<file path="src/hdl/assert_macros.svh">
// ----------------------------------------------------------------------------
// Assertion macros
// Shared concurrent assertion forms for the decoder RTL.
// ----------------------------------------------------------------------------
`ifndef ASSERT_MACROS_SVH
`define ASSERT_MACROS_SVH

// same-cycle implication
`define ASSERT_IMP(lbl, clk, rst, ante, cons) \
   lbl: assert property (@(posedge clk) disable iff (rst) (ante) |-> (cons)) \
      else $error("assertion failed: same-cycle implication");

// next-cycle implication
`define ASSERT_NXT(lbl, clk, rst, ante, cons) \
   lbl: assert property (@(posedge clk) disable iff (rst) (ante) |=> (cons)) \
      else $error("assertion failed: next-cycle implication");

`endif

</file>
<file path="src/hdl/irpwd_pkg.sv">
`timescale 1ns / 1ps
// ----------------------------------------------------------------------------
// irpwd_pkg
// Types, constants and check functions shared by the infrared pulse width decoder.
// ----------------------------------------------------------------------------
package irpwd_pkg;

   localparam int DUR_W     = 16;
   localparam int TOL_W     = 12;
   localparam int BYTE_W    = 8;
   localparam int WORD_W    = 32;
   localparam int CSR_IDX_W = 4;

   localparam logic [CSR_IDX_W-1:0] REG_START_LOW   = 4'd0;
   localparam logic [CSR_IDX_W-1:0] REG_START_HIGH  = 4'd1;
   localparam logic [CSR_IDX_W-1:0] REG_REPEAT_HIGH = 4'd2;
   localparam logic [CSR_IDX_W-1:0] REG_ZERO_LOW    = 4'd3;
   localparam logic [CSR_IDX_W-1:0] REG_ONE_LOW     = 4'd4;
   localparam logic [CSR_IDX_W-1:0] REG_ZERO_HIGH   = 4'd5;
   localparam logic [CSR_IDX_W-1:0] REG_ONE_HIGH    = 4'd6;
   localparam logic [CSR_IDX_W-1:0] REG_TOLERANCE   = 4'd7;

   typedef struct packed {
      logic [DUR_W-1:0] start_low_width;
      logic [DUR_W-1:0] start_high_width;
      logic [DUR_W-1:0] repeat_high_width;
      logic [DUR_W-1:0] zero_low_width;
      logic [DUR_W-1:0] one_low_width;
      logic [DUR_W-1:0] zero_high_width;
      logic [DUR_W-1:0] one_high_width;
      logic [TOL_W-1:0] width_tolerance;
   } cfg_type;

   typedef struct packed {
      logic              emit;
      logic [BYTE_W-1:0] address_byte;
      logic [BYTE_W-1:0] command_byte;
      logic              is_repeat;
   } result_type;

   function automatic logic in_window(input logic [DUR_W-1:0] dur,
                                      input logic [DUR_W-1:0] nominal,
                                      input logic [TOL_W-1:0] tol);
      logic [DUR_W:0] dur_hi;
      logic [DUR_W:0] nom_hi;
      dur_hi = {1'b0, dur} + {{(DUR_W-TOL_W+1){1'b0}}, tol};
      nom_hi = {1'b0, nominal} + {{(DUR_W-TOL_W+1){1'b0}}, tol};
      return (dur_hi >= {1'b0, nominal}) && ({1'b0, dur} <= nom_hi);
   endfunction

   function automatic logic pair_ok(input logic [BYTE_W-1:0] a,
                                    input logic [BYTE_W-1:0] b);
      return (a == ~b) || (a == b);
   endfunction

endpackage

</file>
<file path="src/hdl/ir_pulse_width_decoder_top.sv">
`timescale 1ns / 1ps
// An item taken on req passes the input register, then the result register, to rsp.
// Throughput: one item per cycle; the input register and the result register
// advance together whenever the result register is empty or being drained.
// Reset: synchronous, active high; clears state, valids and loads default widths.
// ----------------------------------------------------------------------------
// ir_pulse_width_decoder_top
// Infrared remote frame decoder working on timed edge items.
// ----------------------------------------------------------------------------
module ir_pulse_width_decoder_top #(
   parameter int FRAME_BITS = 32
) (
   input  logic        clock,
   input  logic        reset,
   input  logic        req_tvalid,
   output logic        req_tready,
   input  logic [23:0] req_tdata,   // [0] line_level, [16:1] elapsed_us, [23:17] zero
   output logic        rsp_tvalid,
   input  logic        rsp_tready,
   output logic [15:0] rsp_tdata,   // [7:0] address_byte, [15:8] command_byte
   output logic [0:0]  rsp_tuser,   // [0] is_repeat
   input  logic        csr_valid,
   output logic        csr_ready,
   input  logic [3:0]  csr_index,
   input  logic [15:0] csr_data
);

   irpwd_pkg::cfg_type    cfg;
   irpwd_pkg::result_type result;

   logic                        in_valid_ff;
   logic                        line_level_ff;
   logic [irpwd_pkg::DUR_W-1:0] elapsed_us_ff;
   logic                        rsp_valid_ff;
   logic [15:0]                 rsp_data_ff;
   logic                        rsp_repeat_ff;
   logic                        out_free;
   logic                        fire;

   assign out_free   = !rsp_valid_ff || rsp_tready;
   assign fire       = in_valid_ff && out_free;
   assign req_tready = !in_valid_ff || out_free;

   assign rsp_tvalid = rsp_valid_ff;
   assign rsp_tdata  = rsp_data_ff;
   assign rsp_tuser  = rsp_repeat_ff;

   irpwd_csr u_csr (
      .clock     (clock),
      .reset     (reset),
      .csr_valid (csr_valid),
      .csr_ready (csr_ready),
      .csr_index (csr_index),
      .csr_data  (csr_data),
      .cfg       (cfg)
   );

   irpwd_core #(
      .FRAME_BITS (FRAME_BITS)
   ) u_core (
      .clock      (clock),
      .reset      (reset),
      .fire       (fire),
      .line_level (line_level_ff),
      .elapsed_us (elapsed_us_ff),
      .cfg        (cfg),
      .result     (result)
   );

   always_ff @(posedge clock) begin
      if (reset) begin
         in_valid_ff <= 1'b0;
      end else if (req_tready) begin
         in_valid_ff <= req_tvalid;
      end
   end

   always_ff @(posedge clock) begin
      if (req_tready && req_tvalid) begin
         line_level_ff <= req_tdata[0];
         elapsed_us_ff <= req_tdata[16:1];
      end
   end

   always_ff @(posedge clock) begin
      if (reset) begin
         rsp_valid_ff <= 1'b0;
      end else if (out_free) begin
         rsp_valid_ff <= fire && result.emit;
      end
   end

   always_ff @(posedge clock) begin
      if (fire && result.emit) begin
         rsp_data_ff   <= {result.command_byte, result.address_byte};
         rsp_repeat_ff <= result.is_repeat;
      end
   end

endmodule

</file>
<file path="src/hdl/irpwd_csr.sv">
`timescale 1ns / 1ps
// ----------------------------------------------------------------------------
// irpwd_csr
// Nominal width and tolerance registers with their write port.
// ----------------------------------------------------------------------------
module irpwd_csr (
   input  logic                                clock,
   input  logic                                reset,
   input  logic                                csr_valid,
   output logic                                csr_ready,
   input  logic [irpwd_pkg::CSR_IDX_W-1:0]     csr_index,
   input  logic [irpwd_pkg::DUR_W-1:0]         csr_data,
   output irpwd_pkg::cfg_type                  cfg
);

   irpwd_pkg::cfg_type cfg_ff;

   assign csr_ready = 1'b1;
   assign cfg       = cfg_ff;

   always_ff @(posedge clock) begin
      if (reset) begin
         cfg_ff.start_low_width   <= 16'd9000;
         cfg_ff.start_high_width  <= 16'd4500;
         cfg_ff.repeat_high_width <= 16'd2250;
         cfg_ff.zero_low_width    <= 16'd560;
         cfg_ff.one_low_width     <= 16'd560;
         cfg_ff.zero_high_width   <= 16'd560;
         cfg_ff.one_high_width    <= 16'd1690;
         cfg_ff.width_tolerance   <= 12'd200;
      end else if (csr_valid) begin
         unique case (csr_index)
            irpwd_pkg::REG_START_LOW:   cfg_ff.start_low_width   <= csr_data;
            irpwd_pkg::REG_START_HIGH:  cfg_ff.start_high_width  <= csr_data;
            irpwd_pkg::REG_REPEAT_HIGH: cfg_ff.repeat_high_width <= csr_data;
            irpwd_pkg::REG_ZERO_LOW:    cfg_ff.zero_low_width    <= csr_data;
            irpwd_pkg::REG_ONE_LOW:     cfg_ff.one_low_width     <= csr_data;
            irpwd_pkg::REG_ZERO_HIGH:   cfg_ff.zero_high_width   <= csr_data;
            irpwd_pkg::REG_ONE_HIGH:    cfg_ff.one_high_width    <= csr_data;
            irpwd_pkg::REG_TOLERANCE:
               cfg_ff.width_tolerance <= csr_data[irpwd_pkg::TOL_W-1:0];
            default: ;
         endcase
      end
   end

endmodule

</file>
<file path="src/hdl/irpwd_core.sv">
`timescale 1ns / 1ps
// ----------------------------------------------------------------------------
// irpwd_core
// Frame state machine: window checks, bit assembly and frame validation.
// ----------------------------------------------------------------------------
`include "assert_macros.svh"

module irpwd_core #(
   parameter int FRAME_BITS = 32
) (
   input  logic                        clock,
   input  logic                        reset,
   input  logic                        fire,
   input  logic                        line_level,
   input  logic [irpwd_pkg::DUR_W-1:0] elapsed_us,
   input  irpwd_pkg::cfg_type          cfg,
   output irpwd_pkg::result_type       result
);

   localparam int CNT_W = $clog2(FRAME_BITS + 1);

   localparam logic [1:0] PH_IDLE  = 2'd0;
   localparam logic [1:0] PH_START = 2'd1;
   localparam logic [1:0] PH_DATA  = 2'd2;

   localparam logic [irpwd_pkg::WORD_W-1:0] TOP_BIT =
      {1'b1, {(irpwd_pkg::WORD_W-1){1'b0}}};

   logic [1:0]                       phase_ff, phase_in;
   logic [CNT_W-1:0]                 bit_count_ff, bit_count_in;
   logic [irpwd_pkg::WORD_W-1:0]     frame_bits_ff, frame_bits_in;

   logic [CNT_W-1:0]                 count_inc;
   logic [irpwd_pkg::WORD_W-1:0]     frame_set;
   logic [irpwd_pkg::WORD_W-1:0]     frame_new;
   logic                             hit_start_low, hit_start_high, hit_repeat;
   logic                             hit_zero_low, hit_one_low;
   logic                             hit_zero_high, hit_one_high;
   logic                             frame_ok;

   assign hit_start_low  = irpwd_pkg::in_window(elapsed_us, cfg.start_low_width,
                                                cfg.width_tolerance);
   assign hit_start_high = irpwd_pkg::in_window(elapsed_us, cfg.start_high_width,
                                                cfg.width_tolerance);
   assign hit_repeat     = irpwd_pkg::in_window(elapsed_us, cfg.repeat_high_width,
                                                cfg.width_tolerance);
   assign hit_zero_low   = irpwd_pkg::in_window(elapsed_us, cfg.zero_low_width,
                                                cfg.width_tolerance);
   assign hit_one_low    = irpwd_pkg::in_window(elapsed_us, cfg.one_low_width,
                                                cfg.width_tolerance);
   assign hit_zero_high  = irpwd_pkg::in_window(elapsed_us, cfg.zero_high_width,
                                                cfg.width_tolerance);
   assign hit_one_high   = irpwd_pkg::in_window(elapsed_us, cfg.one_high_width,
                                                cfg.width_tolerance);

   assign count_inc = bit_count_ff + CNT_W'(1);
   assign frame_set = frame_bits_ff | (TOP_BIT >> bit_count_ff);
   assign frame_new = hit_zero_high ? frame_bits_ff : frame_set;
   assign frame_ok  = irpwd_pkg::pair_ok(frame_new[15:8], frame_new[7:0]) &&
                      irpwd_pkg::pair_ok(frame_new[31:24], frame_new[23:16]);

   always_comb begin
      phase_in            = phase_ff;
      bit_count_in        = bit_count_ff;
      frame_bits_in       = frame_bits_ff;
      result.emit         = 1'b0;
      result.is_repeat    = 1'b0;
      result.address_byte = frame_bits_ff[31:24];
      result.command_byte = frame_bits_ff[15:8];
      unique case (phase_ff)
         PH_START: begin
            if (line_level) begin
               if (!hit_start_low) phase_in = PH_IDLE;
            end else if (hit_start_high) begin
               phase_in      = PH_DATA;
               bit_count_in  = '0;
               frame_bits_in = '0;
            end else if (hit_repeat) begin
               result.emit      = 1'b1;
               result.is_repeat = 1'b1;
               phase_in         = PH_IDLE;
            end
         end
         PH_DATA: begin
            if (line_level) begin
               if (!hit_zero_low && !hit_one_low) phase_in = PH_IDLE;
            end else if (hit_zero_high || hit_one_high) begin
               frame_bits_in = frame_new;
               bit_count_in  = count_inc;
               if (count_inc == CNT_W'(FRAME_BITS)) begin
                  phase_in            = PH_IDLE;
                  result.emit         = frame_ok;
                  result.address_byte = frame_new[31:24];
                  result.command_byte = frame_new[15:8];
               end
            end else begin
               phase_in = PH_IDLE;
            end
         end
         default: begin
            phase_in = line_level ? PH_IDLE : PH_START;
         end
      endcase
   end

   always_ff @(posedge clock) begin
      if (reset) begin
         phase_ff      <= PH_IDLE;
         bit_count_ff  <= '0;
         frame_bits_ff <= '0;
      end else if (fire) begin
         phase_ff      <= phase_in;
         bit_count_ff  <= bit_count_in;
         frame_bits_ff <= frame_bits_in;
      end
   end

   `ASSERT_IMP(a_count_in_range, clock, reset, 1'b1, bit_count_ff <= CNT_W'(FRAME_BITS))
   `ASSERT_IMP(a_frame_from_data, clock, reset, result.emit && !result.is_repeat,
               phase_ff == PH_DATA && count_inc == CNT_W'(FRAME_BITS))
   `ASSERT_IMP(a_repeat_from_start, clock, reset, result.emit && result.is_repeat,
               phase_ff == PH_START)
   `ASSERT_NXT(a_idle_after_emit, clock, reset, fire && result.emit, phase_ff == PH_IDLE)

endmodule
</file>
<file path="config.mk">
export PLATFORM = sky130hd
export DESIGN_NAME = ir_pulse_width_decoder_top
export DESIGN_NICKNAME = d
export VERILOG_FILES = /design/src/hdl/irpwd_pkg.sv /design/src/hdl/ir_pulse_width_decoder_top.sv /design/src/hdl/irpwd_csr.sv /design/src/hdl/irpwd_core.sv
export VERILOG_INCLUDE_DIRS = /design/src /design/src/hdl
export SDC_FILE = /design/constraint.sdc
export NUM_CORES = 1
export LEC_CHECK = 0
export ABC_AREA = 1
export BUFFER_PORTS_ARGS = -buffer_cell sky130_fd_sc_hd__buf_2
export CORE_UTILIZATION = 31
export CTS_BUF_LIST = sky130_fd_sc_hd__clkbuf_4 sky130_fd_sc_hd__clkbuf_8 sky130_fd_sc_hd__clkbuf_16
export DETAILED_ROUTE_END_ITERATION = 10
export PLACE_DENSITY_LB_ADDON = 0.2
export SETUP_SLACK_MARGIN = 0.02
export SYNTH_ARGS = -nofsm -noshare
export SYNTH_HDL_FRONTEND = slang
export SYNTH_SLANG_ARGS = --single-unit
</file>
<file path="constraint.sdc">
create_clock -name clock -period 6.4 [get_ports clock]
set_input_delay 1.28 -clock clock [delete_from_list [all_inputs] [get_ports clock]]
set_output_delay 1.28 -clock clock [all_outputs]
set_load 0.01 [all_outputs]
</file>
After elaboration in Yosys (flattened, before gate mapping) --
Cells that the tools add are included.
Cells by class: mux-type cells 29, shift operators 1, bitwise operators 3, reduce and logical (&&, ||, !) cells 33, add/subtract/negate cells 9, order comparisons 14, equality and inequality tests 22
Operators by type and width (count):
- 2-to-1 mux 32 bit | 5
- adder 16 x 12 -> 17 bit | 8
- greater-or-equal comparator 17 x 16 -> 1 bit | 7
- <= comparator 16 x 17 -> 1 bit | 7
- one-hot mux 32 bit (2 select lines) | 1
- 2-to-1 mux 17 bit | 3
- == test 8 bit | 4
- bitwise OR 32 bit | 1
- right shift 32 x 6 -> 32 bit, first input constant | 1
- 2-to-1 mux 6 bit | 4
- == test 4 x 3 -> 1 bit, second input constant | 4
- 2-to-1 mux 16 bit | 1
- 2-to-1 mux 2 bit | 8
- inverter 8 bit | 2
- AND reduction 2 bit | 8
- logical AND 1 bit | 12
- one-hot mux 6 bit (2 select lines) | 1
- == test 4 x 2 -> 1 bit, second input constant | 2
- adder 6 x 1 -> 6 bit, second input constant | 1
- == test 6 bit, second input constant | 1
- AND reduction 6 bit | 1
- logical OR 1 bit | 5
- AND reduction 5 bit | 1
- == test 4 x 1 -> 1 bit, second input constant | 1
- 14 further kinds | 22
Word-level totals: output and inout port bits 20, register bits 200

Logic depth before layout (Yosys ltp) --
Gate-level depths: netlist of run 1.
word-level depth 13, depth in mapped cells 37

Cells and area by module --
Synthesis of run 1 repeated with hierarchy kept, for this count alone.
Second synthesis, totals: cell total of the unflattened synthesis 2868, area total of the unflattened synthesis 19222.2 um^2
Modules (own cells, without submodules):
- irpwd_core | cells each 2117, times used 1, area an instance 13260.2 um^2
- irpwd_csr | cells each 699, times used 1, area an instance 4835.9 um^2
- ir_pulse_width_decoder_top | cells each 52, times used 1, area an instance 1126.1 um^2

Worst setup path after synthesis of run 1 --
OpenSTA, ideal clock, no wires.
path kind reg2reg, from register u_csr.cfg_ff (netlist bit u_csr.cfg[1]), to register rsp_data_ff[0], in the netlist rsp_tdata[0] (enable), data required time 6.031 ns, cell stages (with the launch flop) 37, slack 1.025 ns, arrival 5.006 ns, clock period less this slack 5.375 ns, cell sequence dfxtp_1 ha_1 a21oi_1 nand2_1 a21oi_1 o21bai_1 a21o_1 a21oi_1 o21ai_0 a21oi_1 o21bai_1 a21oi_1 nor2_1 nand3_1 xnor2_1 ha_1 nand3_1 nor3_1 nand4_1 nand2_1 nor2_1 nand3_2 nand2_2 buf_6 buf_8 nand2_1 nand2_1 nand2_1 nand2_1 nand2_1 nor2_1 nand2_1 nand2_1 nand3_1 nand2_1 nand2_1 inv_1
On the way: cells in the longest elaborated chain, start to end 13, elaborated cells between the ends (all ways) 36
RTL lines:
- start, declared | RTL line irpwd_csr.sv:16 | irpwd_pkg::cfg_type cfg_ff;
- adder 16 x 12 -> 17 bit (on tied branches) | RTL line irpwd_pkg.sv:46, irpwd_pkg.sv:47
- greater-or-equal comparator 17 x 16 -> 1 bit / <= comparator 16 x 17 -> 1 bit (equally long branches) | RTL line irpwd_pkg.sv:48 | return (dur_hi >= {1'b0, nominal}) && ({1'b0, dur} <= nom_hi);
- logical AND 1 bit | RTL line irpwd_pkg.sv:48
- 2-to-1 mux 32 bit | RTL line irpwd_core.sv:58 | assign frame_new = hit_zero_high ? frame_bits_ff : frame_set;
- inverter 8 bit | RTL line irpwd_pkg.sv:53 | return (a == ~b) || (a == b);
- == test 8 bit | RTL line irpwd_pkg.sv:53
- logical OR 1 bit | RTL line irpwd_pkg.sv:53
- logical AND 1 bit | RTL line irpwd_core.sv:59 | assign frame_ok = irpwd_pkg::pair_ok(frame_new[15:8], frame_new[7:0]) &&
- 2-to-1 mux 17 bit | RTL line irpwd_core.sv:90 | if (count_inc == CNT_W'(FRAME_BITS)) begin
- 2-to-1 mux 17 bit | RTL line irpwd_core.sv:87 | end else if (hit_zero_high || hit_one_high) begin
- 2-to-1 mux 17 bit | RTL line irpwd_core.sv:85 | if (line_level) begin
- one-hot mux 1 bit (2 select lines) (*) | RTL line irpwd_core.sv:70 | unique case (phase_ff)
- logical AND 1 bit (*) | RTL line ir_pulse_width_decoder_top.sv:94 | if (fire && result.emit) begin
- end signal, assigned | RTL line ir_pulse_width_decoder_top.sv:95 | rsp_data_ff <= {result.command_byte, result.address_byte};
- end, declared | RTL line ir_pulse_width_decoder_top.sv:35 | logic [15:0] rsp_data_ff;
Mark *: on every way between the ends. The rest lies on a longest branch, timed or not. A chain may end at the register's enable or synchronous reset.

Final worst setup path of run 1 --
from register u_csr.cfg_ff (netlist bit u_csr.cfg[1]), to register rsp_data_ff[1], in the netlist rsp_tdata[1] (enable)
The elaborated chain is that of the path after synthesis.

==> out/summary.txt, run 1 <==
status: finished clean
Worst EP required: 6610 ps
Top FF cell, synth: dfxtp_1
Max clock buf depth: 2
Max Used Layer: met4
area of the die: 60000 µm²
Hold Fails Final Rpt: 0
Die Ht: 245 µm
Cell variety after synth: 59
placed instance area: 19600 µm²
# IOs: 69
cell count after synthesis: 2567
total wire length: 61800 µm
worst skew pair latency: 510 ps
vias in the first global route: 16700
GPL Wtd Cong: 0.873
crit path time final: 5780 ps
via-per-instance ratio: 5.04
switching part of the total: 0.352
min-delay worst type: reg2reg
metal2 WL: 28400 µm
Final Max Tran Viols: 0
gr usage total: 0.210
via count: 17100
post-route cell area: 20300 µm²
R2R Setup Slk: 620 ps
M1 wire length: 29000 µm
Combinational Power Share: 0.296
Port Buf Inserts: 60
fin crit share: 0.903
total power: 3.75 mW
number of remaining DRC errors: 0
Top delay family on crit path: simple AND/OR/NAND/NOR gates
Final TNS setup: 0 ps
most frequent cells in the layout: nand2_1, ha_1, inv_1, a21oi_1, nor2_1
first-pass GRT wire length: 94500 µm
pin count of the biggest net entering global routing: 77
DR iter-0 viols: 1035
Ys Warns: 0
CTS Sinks: 200
remaining antenna violation count: 0
Switch Pwr: 1.32 mW
RSZ-0062 raised after global routing: no
commonest non-fill, non-tap cell in the layout: nand2_1
met3 routed WL: 2780 µm
initial antenna violation count: 1
leak pwr: 9.67 nW
crit path from: u_csr.cfg[1]
nets: 3006
first-pass detailed-route iteration total: 6
Arrival @ worst endpoint: 5990 ps
crit end category: flip-flop
largest stage delay on the critical path: 330 ps
Slowest cell on crit path: dfxtp_1
Int Pwr: 2.43 mW
Seq/Total Area, Yosys: 0.237
CTS tree: yes
power per cell area: 185 nW/µm²
gr ovfl total: 0
WS Path Type: reg2reg
CP bufs+invs: 5
wire per inst: 18.2 µm
Max VDD drop: 0.229 mV
Seq cells post-synth: 200
min-delay src: u_core.frame_bits_ff[8]
Max-slew headroom: 0.334
Setup Viol. Count Final: 0
Rows: 88
clock-pin slew on the worst setup and hold paths: 80 ps
Least-Margin Pin Slew: 995 ps
effective utilization at floorplan: 0.315
synthesized net count: 2953
max frequency: 0.173 GHz
Clk network pwr share: 0.344
total CTS buffers: 17
chip width: 245 µm
Core Area: 58000 µm²
Max-cap violations: 0
Area Overhead vs Synth: 10.9%
async set-or-reset flop fraction in the synthesized netlist: 0
clock root buffer: clkbuf_16
Startpoint Class: flip-flop
number of synthesized flops with an enable pin: 34
syn avg cell area: 7.13 µm²
share of cells above drive strength 1: 0.0657
Crit Path Max Fanout: 52
Sequential Power Share: 0.360
Post-CTS Repair Setup Buffers: 0
most frequent CP cell: nand2_1
reg2reg start: u_csr.cfg[1]
synthesized area: 18300 µm²
DP Wirelength: 48400 µm
htree depth: 4
clk_skew: 12.8 ps
-- sequential cells by signal, indices dropped and copies added (netlist names) --
signal / count
u_csr.cfg: 124
u_core.frame_bits_ff: 32
elapsed_us_ff: 16
rsp_tdata: 16
u_core.bit_count_ff: 6
u_core.phase_ff: 2
in_valid_ff: 1
line_level_ff: 1
rsp_tuser: 1
rsp_tvalid: 1
-- cell families (layout without fill, tap and decap cells) --
group / after synthesis / count (layout) / synth area share
flops: 200 / 200 / 0.237
xor+xnor: 113 / 113 / 0.0541
fa+ha+maj: 337 / 337 / 0.234
compound gates: 570 / 570 / 0.178
buf+inv: 381 / 447 / 0.0820
simple gates: 965 / 965 / 0.214
other cells: 1 / 2 / 0.000205
-- path summary, 6_finish.rpt --
| kind | end | cells after the start |
|---|---|---|
| max | rsp_tdata[1] | 37 |
| min reg2reg | rsp_tdata[8] | 0 |
| max reg2reg | rsp_tdata[1] | 37 |
| min | rsp_tdata[8] | 0 |
-- power groups by stage --
stage               Clock [mW]  Sequential, mW  Combinational [mW]
floorplan                    0            1.37               0.734
global placement             0            1.38                1.07
detailed placement           0            1.38                1.11
CTS                       1.33            1.35                1.11
global route              1.37            1.35                1.26
finish                    1.29            1.35                1.11
-- stage by stage --
step                       util  hold slack (ps)  cells  setup WS, ps
after CTS                 0.350              434   3398           423
final                     0.350              427   3399           624
after global routing      0.350              445   3399          30.4
after detailed placement  0.338              417   3366           468
after floorplan               -              453   2567          1030
after global placement    0.338              416   3366           600
-- timing repair --
action                     4_1_cts  5_1_grt
hold buffers                     0        0
resized for setup                0        2
setup endpoints to repair        0       16
hold endpoints to repair         0        0
-- layer usage --
metal | up-vias | track usage
met5 | - | 0
met4 | 0 | 0.0741
met3 | 84 | 0.0344
met2 | 361 | 0.346
met1 | 7941 | 0.275
li1 | 8732 | -
-- synth_stat cells, types with 7 or more instances --
cell	number	area, µm²
a211oi_1	8	60.1
clkbuf_1	63	236
nor2_1	247	927
nand2_1	552	2070
o21ai_0	166	831
ha_1	329	4120
a21oi_4	7	114
o211ai_1	31	233
inv_1	300	1130
xnor2_1	32	280
a31oi_1	11	68.8
dfxtp_1	166	3320
o21ai_1	18	90.1
a21oi_1	262	1310
xor2_1	81	709
nor3_1	36	180
nor4_1	9	56.3
nand3_1	80	400
nand4_1	23	144
a21o_1	11	82.6
o21bai_1	21	158
edfxtp_1	34	1020
fa_1	8	160
-- area by class of cell --
type / instances / area [µm²]
antenna: 1 / 2.50
clock buffer: 21 / 468
clock inverter: 11 / 193
fill: 6141 / 37700
inverter: 303 / 1140
multi-input combinational: 1986 / 12500
sequential: 200 / 4340
tap: 765 / 957
timing repair buffer: 112 / 728
Power figures use the tool's default switching activity.
==> run 2: changes to the inputs <==
==> constraint.sdc (replaced) <==
create_clock -name clock -period 5.6 [get_ports clock]
set_input_delay 1.12 -clock clock [delete_from_list [all_inputs] [get_ports clock]]
set_output_delay 1.12 -clock clock [all_outputs]
set_load 0.02 [all_outputs]
==> out/summary.txt, run 2 (synthesis results as in run 1) <==
Max-slew headroom: 0.291 (was 0.334)
total CTS buffers: 17 (unchanged)
Rows: 88 (unchanged)
switching part of the total: 0.367 (was 0.352)
GPL Wtd Cong: 0.884 (was 0.873)
effective utilization at floorplan: 0.315 (unchanged)
Max clock buf depth: 2 (unchanged)
R2R Setup Slk: 280 ps (was 620 ps)
CP bufs+invs: 5 (unchanged)
via-per-instance ratio: 5.02 (was 5.04)
metal2 WL: 28600 µm (was 28400 µm)
Max Used Layer: met4 (unchanged)
gr ovfl total: 0 (unchanged)
pin count of the biggest net entering global routing: 77 (unchanged)
reg2reg path depth: 36 (was 37)
Sequential Power Share: 0.368 (was 0.360)
Slowest cell on crit path: dfxtp_1 (unchanged)
M1 wire length: 28800 µm (was 29000 µm)
number of remaining DRC errors: 0 (unchanged)
Crit Reg-Reg Endpoint: rsp_tdata[12] (was rsp_tdata[1])
most frequent CP cell: nand2_1 (unchanged)
CTS tree: yes (unchanged)
Setup Viol. Count Final: 0 (unchanged)
Least-Margin Pin Slew: 1060 ps (was 995 ps)
leak pwr: 9.80 nW (was 9.67 nW)
Die Ht: 245 µm (unchanged)
clk_skew: 13.0 ps (was 12.8 ps)
max reg flops: 124 (unchanged)
RSZ-0062 raised after global routing: yes (was no)
initial antenna violation count: 1 (unchanged)
Switch Pwr: 1.53 mW (was 1.32 mW)
CTS Sinks: 200 (unchanged)
worst skew pair latency: 500 ps (was 510 ps)
Max-cap violations: 0 (unchanged)
crit end category: flip-flop (unchanged)
power per cell area: 203 nW/µm² (was 185 nW/µm²)
WHS: 429 ps (was 427 ps)
reg2reg start: u_csr.cfg[2] (was u_csr.cfg[1])
via count: 17200 (was 17100)
first-pass GRT wire length: 92900 µm (was 94500 µm)
clock-pin slew on the worst setup and hold paths: 80 ps (about the same)
most frequent cells in the layout: nand2_1, ha_1, inv_1, a21oi_1, nor2_1 (unchanged)
fin crit share: 0.950 (was 0.903)
crit path time final: 5320 ps (was 5780 ps)
total wire length: 60800 µm (was 61800 µm)
share of cells above drive strength 1: 0.0805 (was 0.0657)
chip width: 245 µm (unchanged)
Max VDD drop: 0.263 mV (was 0.229 mV)
Int Pwr: 2.65 mW (was 2.43 mW)
cts hold-fix bufs: 0 (unchanged)
DP Wirelength: 47700 µm (was 48400 µm)
Worst setup endpoint: rsp_tdata[12] (was rsp_tdata[1])
largest stage delay on the critical path: 450 ps (was 330 ps)
met3 routed WL: 2030 µm (was 2780 µm)
nets: 3030 (was 3006)
Startpoint Class: flip-flop (unchanged)
commonest non-fill, non-tap cell in the layout: nand2_1 (unchanged)
Multi-input gate area: 12600 µm² (was 12500 µm²)
DR iter-0 viols: 960 (was 1035)
min-delay worst type: reg2reg (unchanged)
first-pass detailed-route iteration total: 5 (was 6)
Final TNS setup: 0 ps (unchanged)
Final Max Tran Viols: 0 (unchanged)
Stages on worst setup path: 36 (was 37)
wire per inst: 17.8 µm (was 18.2 µm)
status: finished clean (unchanged)
Clk network pwr share: 0.317 (was 0.344)
FF+latch area: 4340 µm² (unchanged)
# IOs: 69 (unchanged)
WS Path Type: reg2reg (unchanged)
crit path from: u_csr.cfg[2] (was u_csr.cfg[1])
vias in the first global route: 16800 (was 16700)
Top delay family on crit path: simple AND/OR/NAND/NOR gates (unchanged)
# fillers: 6113 (was 6141)
remaining antenna violation count: 0 (unchanged)
area of the die: 60000 µm² (unchanged)
Combinational Power Share: 0.315 (was 0.296)
Worst EP required: 5820 ps (was 6610 ps)
Hold Fails Final Rpt: 0 (unchanged)
htree depth: 4 (unchanged)
Crit Path Max Fanout: 8 (was 52)
Area Overhead vs Synth: 12.5% (was 10.9%)
max frequency: 0.188 GHz (was 0.173 GHz)
Arrival @ worst endpoint: 5530 ps (was 5990 ps)
Port Buf Inserts: 60 (unchanged)
clock root buffer: clkbuf_16 (unchanged)
Core Area: 58000 µm² (unchanged)
gr usage total: 0.205 (was 0.210)
==> run 2: cell count changes in the layout (fill, tap and decap cells not counted), sizes merged <==
cell / change
buf: +21
inv: +7
bufinv: -3
clkbuf: -1
==> run 2: worst min path at each step <==
stage | from | to | slack, ps | cells past startpoint
after floorplan | u_csr.cfg[101] | u_csr.cfg[101] | 450 | 2
after global placement | u_core.frame_bits_ff[8] | rsp_tdata[8] | 420 | 0
after detailed placement | u_core.frame_bits_ff[27] | rsp_tdata[3] | 420 | 0
after CTS | u_core.frame_bits_ff[27] | rsp_tdata[3] | 440 | 0
after global routing | u_core.frame_bits_ff[8] | rsp_tdata[8] | 440 | 0
final | u_core.frame_bits_ff[8] | rsp_tdata[8] | 430 | 0
==> run 2: worst register-to-register path: cells and delay by family (launching register included) <==
family | cells | cell delay (ps)
adder cells (fa/ha/maj) | 2 | 570
AO/OA/AOI/OAI | 10 | 1390
buffers and inverters | 5 | 730
flip-flops | 1 | 450
AND/OR/NAND/NOR | 18 | 1730
XOR/XNOR | 1 | 150
==> run 2: area by class of cell <==
type / instances / area share
Timing Repair Buffer: 136 / 0.0481
Sequential cell: 200 / 0.211
Tap cell: 765 / 0.0465
Inverter: 303 / 0.0555
Clock inverter: 15 / 0.00778
Clock buffer: 17 / 0.0207
Antenna cell: 1 / 0.000122
Multi-Input combinational cell: 1986 / 0.610
==> run 2: through the flow <==
stage | power (mW) | area, µm² | setup slack [ps] | util | std cells
floorplan | 2.41 | 18300 | 225 | - | 2567
global placement | 2.81 | 19700 | 155 | 0.340 | 3380
detailed placement | 2.85 | 19700 | 19.5 | 0.340 | 3380
CTS | 4.18 | 20300 | 45.1 | 0.350 | 3412
global route | 4.45 | 20600 | -131 | 0.355 | 3423
finish | 4.18 | 20600 | 283 | 0.355 | 3423
==> run 2: power by group through the flow <==
stage	Clock, mW	Combinational, mW	Sequential, mW
final	1.33	1.32	1.54
after CTS	1.36	1.28	1.54
after global placement	0	1.24	1.57
after global routing	1.42	1.49	1.54
after floorplan	0	0.839	1.57
after detailed placement	0	1.28	1.57
==> run 2: per-layer routing <==
metal,vias to the layer above,GRT usage
li1,8787,-
met1,8071,0.266
met2,269,0.349
met3,64,0.0313
met4,0,0.0581
met5,-,0
==> run 2: repair_timing <==
item                       in CTS  in global routing
pin swaps                       1                 14
gates cloned                    0                  3
resized for setup               1                 32
setup endpoints to repair      16                 18
buffers inserted                0                  7
==> run 3: changes to the inputs <==
clock period = 6.7 ns   (was 5.6 ns; I/O delays follow)
==> out/summary.txt, run 3 (synthesis results as in run 1) <==
status: finished clean (unchanged)
min-delay worst type: reg2reg (unchanged)
DR iter-0 viols: 1010 (was 960)
htree depth: 4 (unchanged)
Area Overhead vs Synth: 10.4% (was 12.5%)
# IOs: 69 (unchanged)
max reg flops: 124 (unchanged)
Hold Path Stages: 0 (unchanged)
Arrival @ worst endpoint: 6330 ps (was 5530 ps)
GPL Wtd Cong: 0.931 (was 0.884)
largest stage delay on the critical path: 480 ps (was 450 ps)
Final Max Tran Viols: 0 (unchanged)
Rows: 88 (unchanged)
power per cell area: 170 nW/µm² (was 203 nW/µm²)
pin count of the biggest net entering global routing: 93 (was 77)
leak pwr: 9.63 nW (was 9.80 nW)
Port Buf Inserts: 60 (unchanged)
via-per-instance ratio: 5.04 (was 5.02)
Finished Core Util: 0.348 (was 0.355)
post-route cell area: 20200 µm² (was 20600 µm²)
total power: 3.44 mW (was 4.18 mW)
RSZ-0062 raised after global routing: no (was yes)
area of the die: 60000 µm² (unchanged)
Combinational Power Share: 0.308 (was 0.315)
wire per inst: 18.2 µm (was 17.8 µm)
fin crit share: 0.922 (was 0.950)
R2R Setup Slk: 520 ps (was 280 ps)
total CTS buffers: 17 (unchanged)
reg2reg start: u_csr.cfg[2] (unchanged)
nets: 3003 (was 3030)
Max VDD drop: 0.116 mV (was 0.263 mV)
hold path endpoint: rsp_tdata[3] (was rsp_tdata[8])
CTS tree: yes (unchanged)
gr ovfl total: 0 (unchanged)
first-pass detailed-route iteration total: 4 (was 5)
total wire length: 61800 µm (was 60800 µm)
chip width: 245 µm (unchanged)
Max clock buf depth: 2 (unchanged)
crit end category: flip-flop (unchanged)
cts hold-fix bufs: 0 (unchanged)
Least-Margin Pin Slew: 1040 ps (was 1060 ps)
commonest non-fill, non-tap cell in the layout: nand2_1 (unchanged)
Clk network pwr share: 0.317 (about the same)
worst skew pair latency: 480 ps (was 500 ps)
min-delay src: u_core.frame_bits_ff[27] (was u_core.frame_bits_ff[8])
Int Pwr: 2.20 mW (was 2.65 mW)
Crit Path Max Fanout: 25 (was 8)
via count: 17100 (was 17200)
Post-CTS Repair Setup Buffers: 0 (unchanged)
Slowest cell on crit path: o21ai_0 (was dfxtp_1)
post-CTS sizing: 0 (was 1)
Setup Viol. Count Final: 0 (unchanged)
clock root buffer: clkbuf_16 (unchanged)
Startpoint Class: flip-flop (unchanged)
DP Wirelength: 48200 µm (was 47700 µm)
reg2reg path depth: 37 (was 36)
first-pass GRT wire length: 93700 µm (was 92900 µm)
effective utilization at floorplan: 0.315 (unchanged)
WS Path Type: reg2reg (unchanged)
clock-pin slew on the worst setup and hold paths: 70 ps (was 80 ps)
Die Ht: 245 µm (unchanged)
remaining antenna violation count: 0 (unchanged)
CTS Sinks: 200 (unchanged)
switching part of the total: 0.362 (was 0.367)
Hold Fails Final Rpt: 0 (unchanged)
Switch Pwr: 1.25 mW (was 1.53 mW)
share of cells above drive strength 1: 0.0646 (was 0.0805)
initial antenna violation count: 3 (was 1)
Max-cap violations: 0 (unchanged)
placed instance area: 19600 µm² (was 19700 µm²)
clk_skew: 14.0 ps (was 13.0 ps)
number of remaining DRC errors: 0 (unchanged)
Worst EP required: 6850 ps (was 5820 ps)
Core Area: 58000 µm² (unchanged)
most frequent cells in the layout: nand2_1, ha_1, inv_1, a21oi_1, nor2_1 (unchanged)
Sequential Power Share: 0.375 (was 0.368)
most frequent CP cell: nand2_1 (unchanged)
gr usage total: 0.207 (was 0.205)
vias in the first global route: 16500 (was 16800)
Final TNS setup: 0 ps (unchanged)
Crit Reg-Reg Endpoint: rsp_tdata[4] (was rsp_tdata[12])
crit path time final: 6180 ps (was 5320 ps)
Max-slew headroom: 0.300 (was 0.291)
max frequency: 0.162 GHz (was 0.188 GHz)
[run 3: metrics by stage]
stage | hold WS, ps | worst slack [ps] | std cells
3_5_place_dp | 420 | 456 | 3363
5_1_grt | 460 | 63.0 | 3396
6_report | 447 | 521 | 3396
2_1_floorplan | 453 | 1330 | 2567
4_1_cts | 446 | 424 | 3395
3_3_place_gp | 420 | 617 | 3363
[run 3: layer usage]
metal	wire, µm	share of wire	GRT usage
met5	0	0	0
met3	2360	0.038	0.0224
met1	29200	0.47	0.276
met4	2090	0.034	0.0864
met2	28100	0.46	0.340
[run 3: worst max-delay path by stage]
stage | start | endpoint | slack (ps) | cells after the start
2_1_floorplan | u_csr.cfg[1] | rsp_tdata[0] | 1330 | 36
3_3_place_gp | u_csr.cfg[1] | rsp_tdata[2] | 620 | 37
3_5_place_dp | u_csr.cfg[1] | rsp_tdata[2] | 460 | 37
4_1_cts | u_csr.cfg[1] | rsp_tdata[4] | 420 | 37
5_1_grt | u_csr.cfg[2] | rsp_tdata[4] | 60 | 37
6_report | u_csr.cfg[2] | rsp_tdata[4] | 520 | 37
[run 3: power groups by stage]
stage / clock network, mW / registers (mW) / logic [mW]
floorplan: 0 / 1.31 / 0.702
global placement: 0 / 1.32 / 1.02
detailed placement: 0 / 1.32 / 1.05
CTS: 1.12 / 1.29 / 1.06
global route: 1.17 / 1.30 / 1.20
finish: 1.09 / 1.29 / 1.06
[run 3: layout make-up]
| cell class | count | area [µm²] |
|---|---|---|
| Fill cell | 6132 | 37800 |
| Multi-Input combinational cell | 1986 | 12500 |
| Sequential cell | 200 | 4350 |
| Inverter | 303 | 1140 |
| Tap cell | 765 | 957 |
| Timing Repair Buffer | 109 | 706 |
| Clock buffer | 24 | 544 |
| Clock inverter | 8 | 55.1 |
| Antenna cell | 1 | 2.50 |
[run 3: worst max-delay path, delay by kind of cell, from the launching register on]
family / cells / cell delay, ps
compound gates: 8 / 1510
xor+xnor: 1 / 270
fa+ha+maj: 2 / 700
buf+inv: 4 / 740
flops: 1 / 420
simple gates: 22 / 2180
